`src/hdl/spc_pkg.sv`:
```
package spc_pkg;

	localparam int LEVEL_COUNT_DEF = 256;

	localparam int CW = 8;
	localparam int COLOR_W = 24;
	localparam int P_W = 17;
	localparam logic [P_W-1:0] Q_ONE = 17'h10000;

	// configuration register indexes
	localparam int CFG_IDX_W = 2;
	localparam logic [CFG_IDX_W-1:0] REG_PALETTE_MODE = 2'd0;
	localparam logic [CFG_IDX_W-1:0] REG_LOW_COLOR = 2'd1;
	localparam logic [CFG_IDX_W-1:0] REG_MID_COLOR = 2'd2;
	localparam logic [CFG_IDX_W-1:0] REG_HIGH_COLOR = 2'd3;

	localparam logic [COLOR_W-1:0] HIGH_COLOR_RST = 24'hFFFFFF;

	// segment codes
	localparam int SEG_W = 4;
	localparam logic [SEG_W-1:0] SEG_CONST_LOW = 4'd0;
	localparam logic [SEG_W-1:0] SEG_CONST_WHITE = 4'd1;
	localparam logic [SEG_W-1:0] SEG_CONST_HIGH = 4'd2;
	localparam logic [SEG_W-1:0] SEG_SIMPLE_LO = 4'd3;
	localparam logic [SEG_W-1:0] SEG_SIMPLE_HI = 4'd4;
	localparam logic [SEG_W-1:0] SEG_BLUE = 4'd5;
	localparam logic [SEG_W-1:0] SEG_CYAN = 4'd6;
	localparam logic [SEG_W-1:0] SEG_GREEN = 4'd7;
	localparam logic [SEG_W-1:0] SEG_YELLOW = 4'd8;
	localparam logic [SEG_W-1:0] SEG_RED = 4'd9;
	localparam logic [SEG_W-1:0] SEG_MAGENTA = 4'd10;
	localparam logic [SEG_W-1:0] SEG_LAVENDER = 4'd11;

	localparam logic [CW-1:0] C_MAX = 8'd255;
	localparam logic [CW-1:0] C_ZERO = 8'd0;

	// floor(((1-p)*a + p*b)), p in Q1.16 with p <= 1
	function automatic logic [CW-1:0] blend8(input logic [CW-1:0] a, input logic [CW-1:0] b,
			input logic [P_W-1:0] p);
		logic [P_W-1:0] w;
		logic [24:0] s;
		w = Q_ONE - p;
		s = 25'(w) * 25'(a) + 25'(p) * 25'(b);
		return s[23:16];
	endfunction

endpackage

```
`src/hdl/spectrum_palette_colormap_top.sv`:
```
// A request that is accepted shows its color on red/green/blue after four
// register stages: decode, reciprocal multiply, remainder correction, channel
// blend. Throughput: one request per cycle unless out_stall holds the pipeline;
// stages advance independently and fill bubbles.
// Reset (arst_n low, asynchronous): pipeline emptied, palette_mode 0,
// low_color 0, mid_color 0, high_color white.
module spectrum_palette_colormap_top
	import spc_pkg::*;
#(
	parameter int LEVEL_COUNT = LEVEL_COUNT_DEF
) (
	input  logic                 clk,
	input  logic                 arst_n,
	input  logic                 in_valid,
	output logic                 in_stall,
	input  logic [7:0]           level_index,
	output logic                 out_valid,
	input  logic                 out_stall,
	output logic [CW-1:0]        red,
	output logic [CW-1:0]        green,
	output logic [CW-1:0]        blue,
	input  logic                 cfg_valid,
	output logic                 cfg_ready,
	input  logic [CFG_IDX_W-1:0] cfg_index,
	input  logic [COLOR_W-1:0]   cfg_data
);

	localparam int DW = $clog2(LEVEL_COUNT);
	localparam int XW = (DW + 4 > 8) ? DW + 4 : 8;
	localparam int OW = DW + 1;
	localparam int NW = OW + 16;
	localparam int K = DW + 16;
	localparam int PW = OW + K + 1;

	localparam logic [XW-1:0] D_X = XW'(LEVEL_COUNT - 1);
	localparam logic [XW-1:0] D2_X = XW'(2 * (LEVEL_COUNT - 1));
	localparam logic [XW-1:0] D3_X = XW'(3 * (LEVEL_COUNT - 1));
	localparam logic [XW-1:0] D4_X = XW'(4 * (LEVEL_COUNT - 1));
	localparam logic [XW-1:0] D5_X = XW'(5 * (LEVEL_COUNT - 1));
	localparam logic [XW-1:0] D7_X = XW'(7 * (LEVEL_COUNT - 1));
	localparam logic [XW-1:0] D8_X = XW'(8 * (LEVEL_COUNT - 1));
	localparam logic [DW-1:0] D_V = DW'(LEVEL_COUNT - 1);
	// floor(2^K / D); quotient estimate is low by at most one
	localparam logic [63:0] RECIP_W = (64'd1 << K) / 64'(LEVEL_COUNT - 1);
	localparam logic [K:0] RECIP = RECIP_W[K:0];
	localparam logic [18:0] LAV_FULL = 19'h40000;

	// configuration registers
	logic               mode_q;
	logic [COLOR_W-1:0] low_q;
	logic [COLOR_W-1:0] mid_q;
	logic [COLOR_W-1:0] high_q;

	assign cfg_ready = 1'b1;

	always_ff @(posedge clk or negedge arst_n) begin
		if (!arst_n) begin
			mode_q <= 1'b0;
			low_q  <= '0;
			mid_q  <= '0;
			high_q <= HIGH_COLOR_RST;
		end else if (cfg_valid && cfg_ready) begin
			case (cfg_index)
				REG_PALETTE_MODE: mode_q <= cfg_data[0];
				REG_LOW_COLOR:    low_q  <= cfg_data;
				REG_MID_COLOR:    mid_q  <= cfg_data;
				REG_HIGH_COLOR:   high_q <= cfg_data;
				default: ;
			endcase
		end
	end

	// pipeline control
	logic v_s1, v_s2, v_s3, v_s4;
	logic en1, en2, en3, en4;

	assign en4 = !v_s4 || !out_stall;
	assign en3 = !v_s3 || en4;
	assign en2 = !v_s2 || en3;
	assign en1 = !v_s1 || en2;
	assign in_stall = !en1;
	assign out_valid = v_s4;

	always_ff @(posedge clk or negedge arst_n) begin
		if (!arst_n) begin
			v_s1 <= 1'b0;
			v_s2 <= 1'b0;
			v_s3 <= 1'b0;
			v_s4 <= 1'b0;
		end else begin
			if (en1) v_s1 <= in_valid;
			if (en2) v_s2 <= v_s1;
			if (en3) v_s3 <= v_s2;
			if (en4) v_s4 <= v_s3;
		end
	end

	// stage 1: clamp, segment search, offset within segment
	logic [XW-1:0]    ix;
	logic [XW-1:0]    x9;
	logic [XW-1:0]    ix2;
	logic [SEG_W-1:0] seg_d;
	logic [OW-1:0]    off_d;
	logic             half_d;

	always_comb begin
		ix = XW'(level_index);
		if (ix > D_X) ix = D_X;
		x9 = (ix << 3) + ix;
		ix2 = ix << 1;
		seg_d = SEG_CONST_LOW;
		off_d = '0;
		half_d = 1'b0;
		if (ix == '0) begin
			seg_d = SEG_CONST_LOW;
		end else if (!mode_q) begin
			if (ix == D_X) begin
				seg_d = SEG_CONST_WHITE;
			end else if (ix2 <= D_X) begin
				seg_d = SEG_SIMPLE_LO;
				off_d = OW'(ix2);
			end else begin
				seg_d = SEG_SIMPLE_HI;
				off_d = OW'(ix2 - D_X);
			end
		end else if (ix == D_X) begin
			seg_d = SEG_CONST_HIGH;
		end else if (x9 < D2_X) begin
			seg_d = SEG_BLUE;
			off_d = OW'(x9);
			half_d = 1'b1;
		end else if (x9 < D3_X) begin
			seg_d = SEG_CYAN;
			off_d = OW'(x9 - D2_X);
		end else if (x9 < D4_X) begin
			seg_d = SEG_GREEN;
			off_d = OW'(x9 - D3_X);
		end else if (x9 < D5_X) begin
			seg_d = SEG_YELLOW;
			off_d = OW'(x9 - D4_X);
		end else if (x9 < D7_X) begin
			seg_d = SEG_RED;
			off_d = OW'(x9 - D5_X);
			half_d = 1'b1;
		end else if (x9 < D8_X) begin
			seg_d = SEG_MAGENTA;
			off_d = OW'(x9 - D7_X);
		end else begin
			seg_d = SEG_LAVENDER;
			off_d = OW'(x9 - D8_X);
		end
	end

	logic [SEG_W-1:0] seg_s1;
	logic [OW-1:0]    off_s1;
	logic             half_s1;

	always_ff @(posedge clk) begin
		if (en1) begin
			seg_s1  <= seg_d;
			off_s1  <= off_d;
			half_s1 <= half_d;
		end
	end

	// stage 2: quotient estimate by reciprocal multiply
	logic [PW-1:0]  prod;
	logic [P_W-1:0] qest_d;

	assign prod = PW'(off_s1) * PW'(RECIP);
	// span 2D shifts one bit further
	assign qest_d = half_s1 ? prod[DW+1 +: P_W] : prod[DW +: P_W];

	logic [SEG_W-1:0] seg_s2;
	logic [OW-1:0]    off_s2;
	logic             half_s2;
	logic [P_W-1:0]   q_s2;

	always_ff @(posedge clk) begin
		if (en2) begin
			seg_s2  <= seg_s1;
			off_s2  <= off_s1;
			half_s2 <= half_s1;
			q_s2    <= qest_d;
		end
	end

	// stage 3: remainder check, bump quotient by one if needed
	logic [NW:0]    num;
	logic [NW:0]    qd;
	logic [NW:0]    rem;
	logic [P_W-1:0] p_d;

	always_comb begin
		num = half_s2 ? (NW + 1)'({off_s2, 15'd0}) : (NW + 1)'({off_s2, 16'd0});
		qd = (NW + 1)'(q_s2) * (NW + 1)'(D_V);
		rem = num - qd;
		p_d = (rem >= (NW + 1)'(D_V)) ? q_s2 + 17'd1 : q_s2;
	end

	logic [SEG_W-1:0] seg_s3;
	logic [P_W-1:0]   p_s3;

	always_ff @(posedge clk) begin
		if (en3) begin
			seg_s3 <= seg_s2;
			p_s3   <= p_d;
		end
	end

	// stage 4: per-channel endpoints and blend
	logic [CW-1:0] ra, rb, ga, gb, ba, bb;
	logic [CW-1:0] r_d, g_d, b_d;
	logic [25:0]   lav_r;
	logic [CW-1:0] g_blend;

	always_comb begin
		ra = C_ZERO; rb = C_ZERO;
		ga = C_ZERO; gb = C_ZERO;
		ba = C_ZERO; bb = C_ZERO;
		case (seg_s3)
			SEG_CONST_LOW: begin
				ra = low_q[23:16]; rb = low_q[23:16];
				ga = low_q[15:8];  gb = low_q[15:8];
				ba = low_q[7:0];   bb = low_q[7:0];
			end
			SEG_CONST_WHITE: begin
				ra = C_MAX; rb = C_MAX;
				ga = C_MAX; gb = C_MAX;
				ba = C_MAX; bb = C_MAX;
			end
			SEG_CONST_HIGH: begin
				ra = high_q[23:16]; rb = high_q[23:16];
				ga = high_q[15:8];  gb = high_q[15:8];
				ba = high_q[7:0];   bb = high_q[7:0];
			end
			SEG_SIMPLE_LO: begin
				ra = low_q[23:16]; rb = mid_q[23:16];
				ga = low_q[15:8];  gb = mid_q[15:8];
				ba = low_q[7:0];   bb = mid_q[7:0];
			end
			SEG_SIMPLE_HI: begin
				ra = mid_q[23:16]; rb = C_MAX;
				ga = mid_q[15:8];  gb = C_MAX;
				ba = mid_q[7:0];   bb = C_MAX;
			end
			SEG_BLUE: begin
				ra = low_q[23:16];
				ga = low_q[15:8];
				ba = low_q[7:0]; bb = C_MAX;
			end
			SEG_CYAN: begin
				gb = C_MAX;
				ba = C_MAX; bb = C_MAX;
			end
			SEG_GREEN: begin
				ga = C_MAX; gb = C_MAX;
				ba = C_MAX;
			end
			SEG_YELLOW: begin
				rb = C_MAX;
				ga = C_MAX; gb = C_MAX;
			end
			SEG_RED: begin
				ra = C_MAX; rb = C_MAX;
				ga = C_MAX;
			end
			SEG_MAGENTA: begin
				ra = C_MAX; rb = C_MAX;
				bb = C_MAX;
			end
			SEG_LAVENDER: begin
				gb = C_MAX;
				ba = C_MAX; bb = C_MAX;
			end
			default: ;
		endcase

		// lavender red: floor(255 * (4 - p) / 4)
		lav_r = 26'(C_MAX) * 26'(LAV_FULL - 19'(p_s3));
		g_blend = blend8(ga, gb, p_s3);

		r_d = blend8(ra, rb, p_s3);
		g_d = g_blend;
		b_d = blend8(ba, bb, p_s3);
		if (seg_s3 == SEG_LAVENDER) begin
			r_d = lav_r[25:18];
			g_d = g_blend >> 1;
		end
	end

	logic [CW-1:0] red_s4, green_s4, blue_s4;

	always_ff @(posedge clk) begin
		if (en4) begin
			red_s4   <= r_d;
			green_s4 <= g_d;
			blue_s4  <= b_d;
		end
	end

	assign red = red_s4;
	assign green = green_s4;
	assign blue = blue_s4;

endmodule

```
`config.mk`:
```
export PLATFORM = sky130hd
export DESIGN_NAME = spectrum_palette_colormap_top
export DESIGN_NICKNAME = d
export VERILOG_FILES = /design/src/hdl/spc_pkg.sv /design/src/hdl/spectrum_palette_colormap_top.sv
export SDC_FILE = /design/constraint.sdc
export NUM_CORES = 2
export LEC_CHECK = 0
export BUFFER_PORTS_ARGS = -buffer_cell sky130_fd_sc_hd__buf_2
export CAP_MARGIN = 15
export CORE_ASPECT_RATIO = 0.6
export CORE_MARGIN = 8
export CORE_UTILIZATION = 34
export CTS_BUF_LIST = sky130_fd_sc_hd__clkbuf_2 sky130_fd_sc_hd__clkbuf_4 sky130_fd_sc_hd__clkbuf_8
export DETAILED_ROUTE_END_ITERATION = 12
export GPL_ROUTABILITY_DRIVEN = 0
export HOLD_SLACK_MARGIN = 0.06
export PLACE_DENSITY_LB_ADDON = 0.1
export RECOVER_POWER = 50
export SYNTH_ARGS = -nofsm -noshare
export SYNTH_HDL_FRONTEND = slang
export SYNTH_SLANG_ARGS = --single-unit
```
`constraint.sdc`:
```
create_clock -name clk -period 14.1 [get_ports clk]
set_clock_uncertainty 0.05 [all_clocks]
set_input_delay 0.705 -clock clk [delete_from_list [all_inputs] [get_ports clk]]
set_output_delay 0.705 -clock clk [all_outputs]
set_load 0.01 [all_outputs]
```
# After elaboration in Yosys (flattened, before gate mapping)
# Index checks and enable logic that the tools add are counted.
# W data, S select, Z words.
# totals
ff_bits	167
in_bits	39
# op_classes
n_addsub	15
mul	9
order_cmp	8
eq_ne	15
mux	36
bitwise	1
n_reduce_logical	25
# ops
cell	n
$pmux W8 S4	6
$mul A17 B8 Y24	6
$mux W9	10
$add A24 B24 Y24	3
$lt A12 B11 Y1 const B	3
$sub A9 B8 Y9 const B	4
$mux W17	2
$sub A9 B9 Y9 const B	3
$ge A26 B8 Y1 const B	1
$mul A9 B17 Y26 const B	1
$mul A9 B20 Y26 const A	1
$sub A25 B25 Y26	1
$mul A17 B8 Y25 const B	1
$mux W25	1
$lt A12 B10 Y1 const B	2
$mux W4	5
$sub A19 B17 Y20 const A	1
$add A17 B1 Y17 const B	1
$sub A17 B17 Y17 const A	1
$eq A4 B3 Y1 const B	4
$eq A4 B4 Y1 const B	4
$add A11 B8 Y12	1
$lt A12 B9 Y1 const B	1
$reduce_or A6 Y1	2
other kinds (21)	44

# Logic depth before layout (Yosys ltp)
# depth
ltp_word	10
mapped_depth	33
ltp_nobuf	30

# Least setup slack after synthesis
# No wires, ideal clock.
# synth_timing
path_kind	register -> register
from	register p_s3[0]
to	register green_s4[6], in the netlist green[6] (data pin)
arrival_time_ns	8.151
path_slack_ns	5.732
stages_incl_launch_ff	30
path_buffers	4
cell_sequence	edfxtp_1 clkbuf_1 clkinv_1 clkbuf_1 ha_1 nor3b_2 nand2_1 or2_2 nor3b_2 xnor2_1 inv_1 clkbuf_1 nand2_1 fa_1 inv_1 fa_1 fa_1 fa_1 fa_1 inv_1 fa_1 inv_1 ha_1 clkbuf_1 nand4_1 o41ai_2 a41o_1 nor4_1 a311o_1 a211oi_1
# synth_between
elab_chain_cells	4
word_cells_on_any_way	5
# synth_rtl
element	line_no	rtl
from (decl)	spectrum_palette_colormap_top.sv:202	logic [P_W-1:0] p_s3;
from (signal assigned)	spectrum_palette_colormap_top.sv:207	p_s3 <= p_d;
$sub A17 B17 Y17	spc_pkg.sv:42	w = Q_ONE - p;
$mul A17 B8 Y24	spc_pkg.sv:43	s = 25'(w) * 25'(a) + 25'(p) * 25'(b);
$add A24 B24 Y24 *	spc_pkg.sv:43	
$mux W7 *	spectrum_palette_colormap_top.sv:286	if (seg_s3 == SEG_LAVENDER) begin
via g_d[6]	spectrum_palette_colormap_top.sv:213	logic [CW-1:0] r_d, g_d, b_d;
to (signal assigned)	spectrum_palette_colormap_top.sv:297	green_s4 <= g_d;
to (decl)	spectrum_palette_colormap_top.sv:292	logic [CW-1:0] red_s4, green_s4, blue_s4;
# Mark *: on every way through the listed nets, which the timed path passes. The rest lies on a longest branch.
# A chain may end at the register's enable or synchronous reset.

# Worst setup path after layout
# layout_timing
from	register p_s3[1]
to	register green_s4[6], in the netlist green[6] (data pin)
# The elaborated chain is that of the path after synthesis.

==> impl_metrics.env <==
export IMPL_violations="max-capacitance violations, max-slew violations"
export IMPL_cts_repair_resize_count=0
export IMPL_timing_critical_path_slowest_stage_cell="sky130_fd_sc_hd__o41ai_2"
export IMPL_core_area_sq_um=119000
export IMPL_grt_busiest_layer="met1"
export IMPL_timing_critical_path_arrival_ps=9390
export IMPL_period_share_pct=63.8
export IMPL_syn_avg_cell_area_sq_um=9.29
export IMPL_clock_insertion_delay_at_the_later_pin_of_the_skew_report_ps=580
export IMPL_yosys_top_cells_area="sky130_fd_sc_hd__fa_1 (41%), sky130_fd_sc_hd__ha_1 (10%), sky130_fd_sc_hd__inv_1 (9.4%), sky130_fd_sc_hd__edfxtp_1 (6.4%), sky130_fd_sc_hd__nand2_1 (5.6%)"
export IMPL_layout_drive_gt1_share_pct=7.32
export IMPL_global_route_usage_met3_pct=3.42
export IMPL_syn2layout_area_growth_pct=6.63
export IMPL_vias=28621
export IMPL_cts_clk_slew_worst_paths_ps=150
export IMPL_yosysTopAreaCellShare_pct=40.6
export IMPL_max_freq_mhz=111
export IMPL_min_to="v_s1"
export IMPL_postLayoutCoreUtil_pct=36.4
export IMPL_worstReg2RegStart="p_s3[1]"
export IMPL_htree_levels=4
export IMPL_detail_route_first_pass_iterations=5
export IMPL_area_sequential_sq_um=4540
export IMPL_worst_setup_end_kind="register"
export IMPL_fin_worst_setup_slack_ps=5110
export IMPL_outcome="finished, violations left"
export IMPL_mappedNetlistArea_sq_um=40400
export IMPL_drt_vias_per_instance=4.82
export IMPL_yosysSeqAreaShare_pct=11.2
export IMPL_cts_post_setup_buffers_inserted=0
export IMPL_number_of_nets_in_the_synthesized_netlist=5548
export IMPL_antenna_violations_before_repair=5
export IMPL_tritoncts_clock_tree="built"
export IMPL_total_routing_usage_gr_pct=19.1
export IMPL_count_of_buffers_from_port_buffering=64
export IMPL_drtIter0Drc=1799
export IMPL_drc=0
export IMPL_worst_path_largest_cell_delay_ps=750
export IMPL_grtUsageMet2_pct=27.2
export IMPL_synthCells=4351
export IMPL_ant_nets=0
export IMPL_cts_sink_count=163
export IMPL_post_synth_top_count_cell="sky130_fd_sc_hd__inv_1"
export IMPL_slew_viol_final=156
export IMPL_gr_total_overflow=0
export IMPL_cpMostUsedCell="sky130_fd_sc_hd__fa_1"
export IMPL_ys_async_sr_fraction_pct=47.2
export IMPL_tightest_slew_ps=2400
export IMPL_synth_edf_count=86
export IMPL_grt_pass1_wl_mm=192
export IMPL_relSlewSlack_pct=-59.8
export IMPL_grt_setup_unrepaired="false"
export IMPL_hold_path_class="in2reg"
export IMPL_ys_ff_latch=163
export IMPL_dieArea_sq_um=131000
export IMPL_fp_row_count=98
export IMPL_timing_final_crit_period_ps=8990
export IMPL_die_outline_width_um=461
export IMPL_rr_endpoint="green[6]"
export IMPL_max_capacitance_violation_total=6
export IMPL_criticalPathCategory="reg2reg"
export IMPL_post_synth_most_frequent_cells="sky130_fd_sc_hd__inv_1 (1,008), sky130_fd_sc_hd__fa_1 (821), sky130_fd_sc_hd__nand2_1 (600)"
export IMPL_grt_start_max_net_pins=53
export IMPL_cts_buffers_inserted=17
export IMPL_synth_largest_area_cell="sky130_fd_sc_hd__fa_1"
export IMPL_setup_tns_ps=0
export IMPL_hp_start="in_valid"
export IMPL_dpl_hpwl_mm=98.1
export IMPL_finalSetupViolCount=0
export IMPL_io_pins=66
export IMPL_worst_r2r_setup_slack_ps=5110
export IMPL_multi_input_area_sq_um=31500
export IMPL_die_h_um=283
export IMPL_initial_core_util_pct=34.1
export IMPL_fin_nets=5516
export IMPL_cts_root_buf="sky130_fd_sc_hd__clkbuf_8"
export IMPL_timing_hold_ws_ps=282
export IMPL_synthesis_yosys_warnings=0
export IMPL_grt_pass1_vias=30846
export IMPL_reg2reg_depth=28
export IMPL_drt_total_wl_mm=122
export IMPL_clk_path_buf_depth=2
export IMPL_average_wire_per_cell_in_the_routed_design_um=20.5
export IMPL_hold_violations=0
export IMPL_detailedPlace_worstSlack_ps=4960
export IMPL_yosys_most_used_dff="sky130_fd_sc_hd__edfxtp_1"
export IMPL_crit_required_ps=14500
export IMPL_grt_use_met1_pct=30.2
export IMPL_worstHoldPathCells=2
export IMPL_timing_critical_path_from_type="register"
export IMPL_biggest_fanout_along_the_worst_timing_path=19
export IMPL_fill_cells=12246
export IMPL_synth_cell_types=100
-- critical path: cells and delay by family (launching register included) --
kind                       cells  cell delay [ps]
AOI/OAI and AO/OA              4             1610
xor gates and xnor gates       1              360
adders and majority gates      8             3690
buffers and inverters          8             1130
DFF                            1              380
and+or+nand+nor                7             1650
-- worst max-delay path by stage --
stage | from | endpoint | slack, ps | cells after the start
5_1_grt | p_s3[1] | green[6] | 4390 | 28
2_1_floorplan | p_s3[0] | green[6] | 5730 | 29
3_5_place_dp | p_s3[1] | green[6] | 4960 | 28
6_report | p_s3[1] | green[6] | 5110 | 28
3_3_place_gp | p_s3[1] | green[6] | 4970 | 28
4_1_cts | p_s3[1] | green[6] | 4930 | 28
-- state kept, by name, summed over array words and instances (netlist names) --
name / count
q_s2: 13
v_s3: 1
v_s2: 1
green: 8
low_q: 24
seg_s3: 4
seg_s1: 4
red: 8
off_s2: 9
mode_q: 1
high_q: 24
off_s1: 9
p_s3: 17
half_s2: 1
blue: 8
mid_q: 24
half_s1: 1
v_s1: 1
out_valid: 1
seg_s2: 4
-- kinds of logic (layout without fill, tap and decap cells) --
kind of cell	Yosys count	in the layout	synth area share, %
DFF	163	163	11.2
xor gates and xnor gates	107	107	2.34
buffers and inverters	1196	1177	11.2
other	1	2	0.00927
adders and majority gates	1158	1158	51.1
AOI/OAI and AO/OA	396	396	7.05
muxes	100	100	2.72
and+or+nand+nor	1230	1230	14.4
-- metal layers --
layer  wire length [um]  up-vias
li1                   -    13282
met1              63500    14596
met3               6860      111
met4               1920        0
met2              49300      632
met5                  0        -
-- stage by stage --
stage                     std cells  area, sq um
after floorplan                4351        40400
after global placement         5899        42700
after CTS                      5932        43100
final                          5933        43100
after global routing           5932        43100
after detailed placement       5899        42700
-- placed cells by master (no fill, tap or decap), drive strengths merged, types with 8 or more instances in the layout --
| master | n |
|---|---|
| a211oi | 21 |
| mux2 | 79 |
| nand4 | 20 |
| o211ai | 9 |
| mux2i | 21 |
| a21oi | 85 |
| and3 | 17 |
| clkinv | 8 |
| inv | 1017 |
| a21o | 34 |
| nor2b | 12 |
| xnor2 | 80 |
| nand3 | 70 |
| and2 | 230 |
| o21ai | 56 |
| ha | 337 |
| nand2 | 600 |
| nor2 | 153 |
| or3 | 9 |
| nor4 | 11 |
| a31oi | 47 |
| dfstp | 24 |
| nor3 | 33 |
| fa | 821 |
| o21bai | 8 |
| xor2 | 27 |
| edfxtp | 86 |
| a22oi | 28 |
| clkbuf | 26 |
| buf | 123 |
| nor3b | 13 |
| nand2b | 25 |
| and4 | 11 |
| o21a | 16 |
| dfrtp | 53 |
-- what timing repair did --
action | CTS | global route
hold endpoints to repair | 17 | 0
endpoints found under the setup margin | 0 | 0
hold buffers | 1 | 0
-- cell type report --
class | count | share of cell area [%]
multi-input combinational | 2992 | 73.1
sequential | 163 | 10.5
inverter | 1012 | 8.81
tap | 1600 | 4.64
timing repair buffer | 133 | 1.89
clock buffer | 17 | 0.543
clock inverter | 15 | 0.479
antenna | 1 | 0.00580
Power is not shown: default switching activity piles up to over one toggle a cycle in this logic, so the estimate is an artifact.
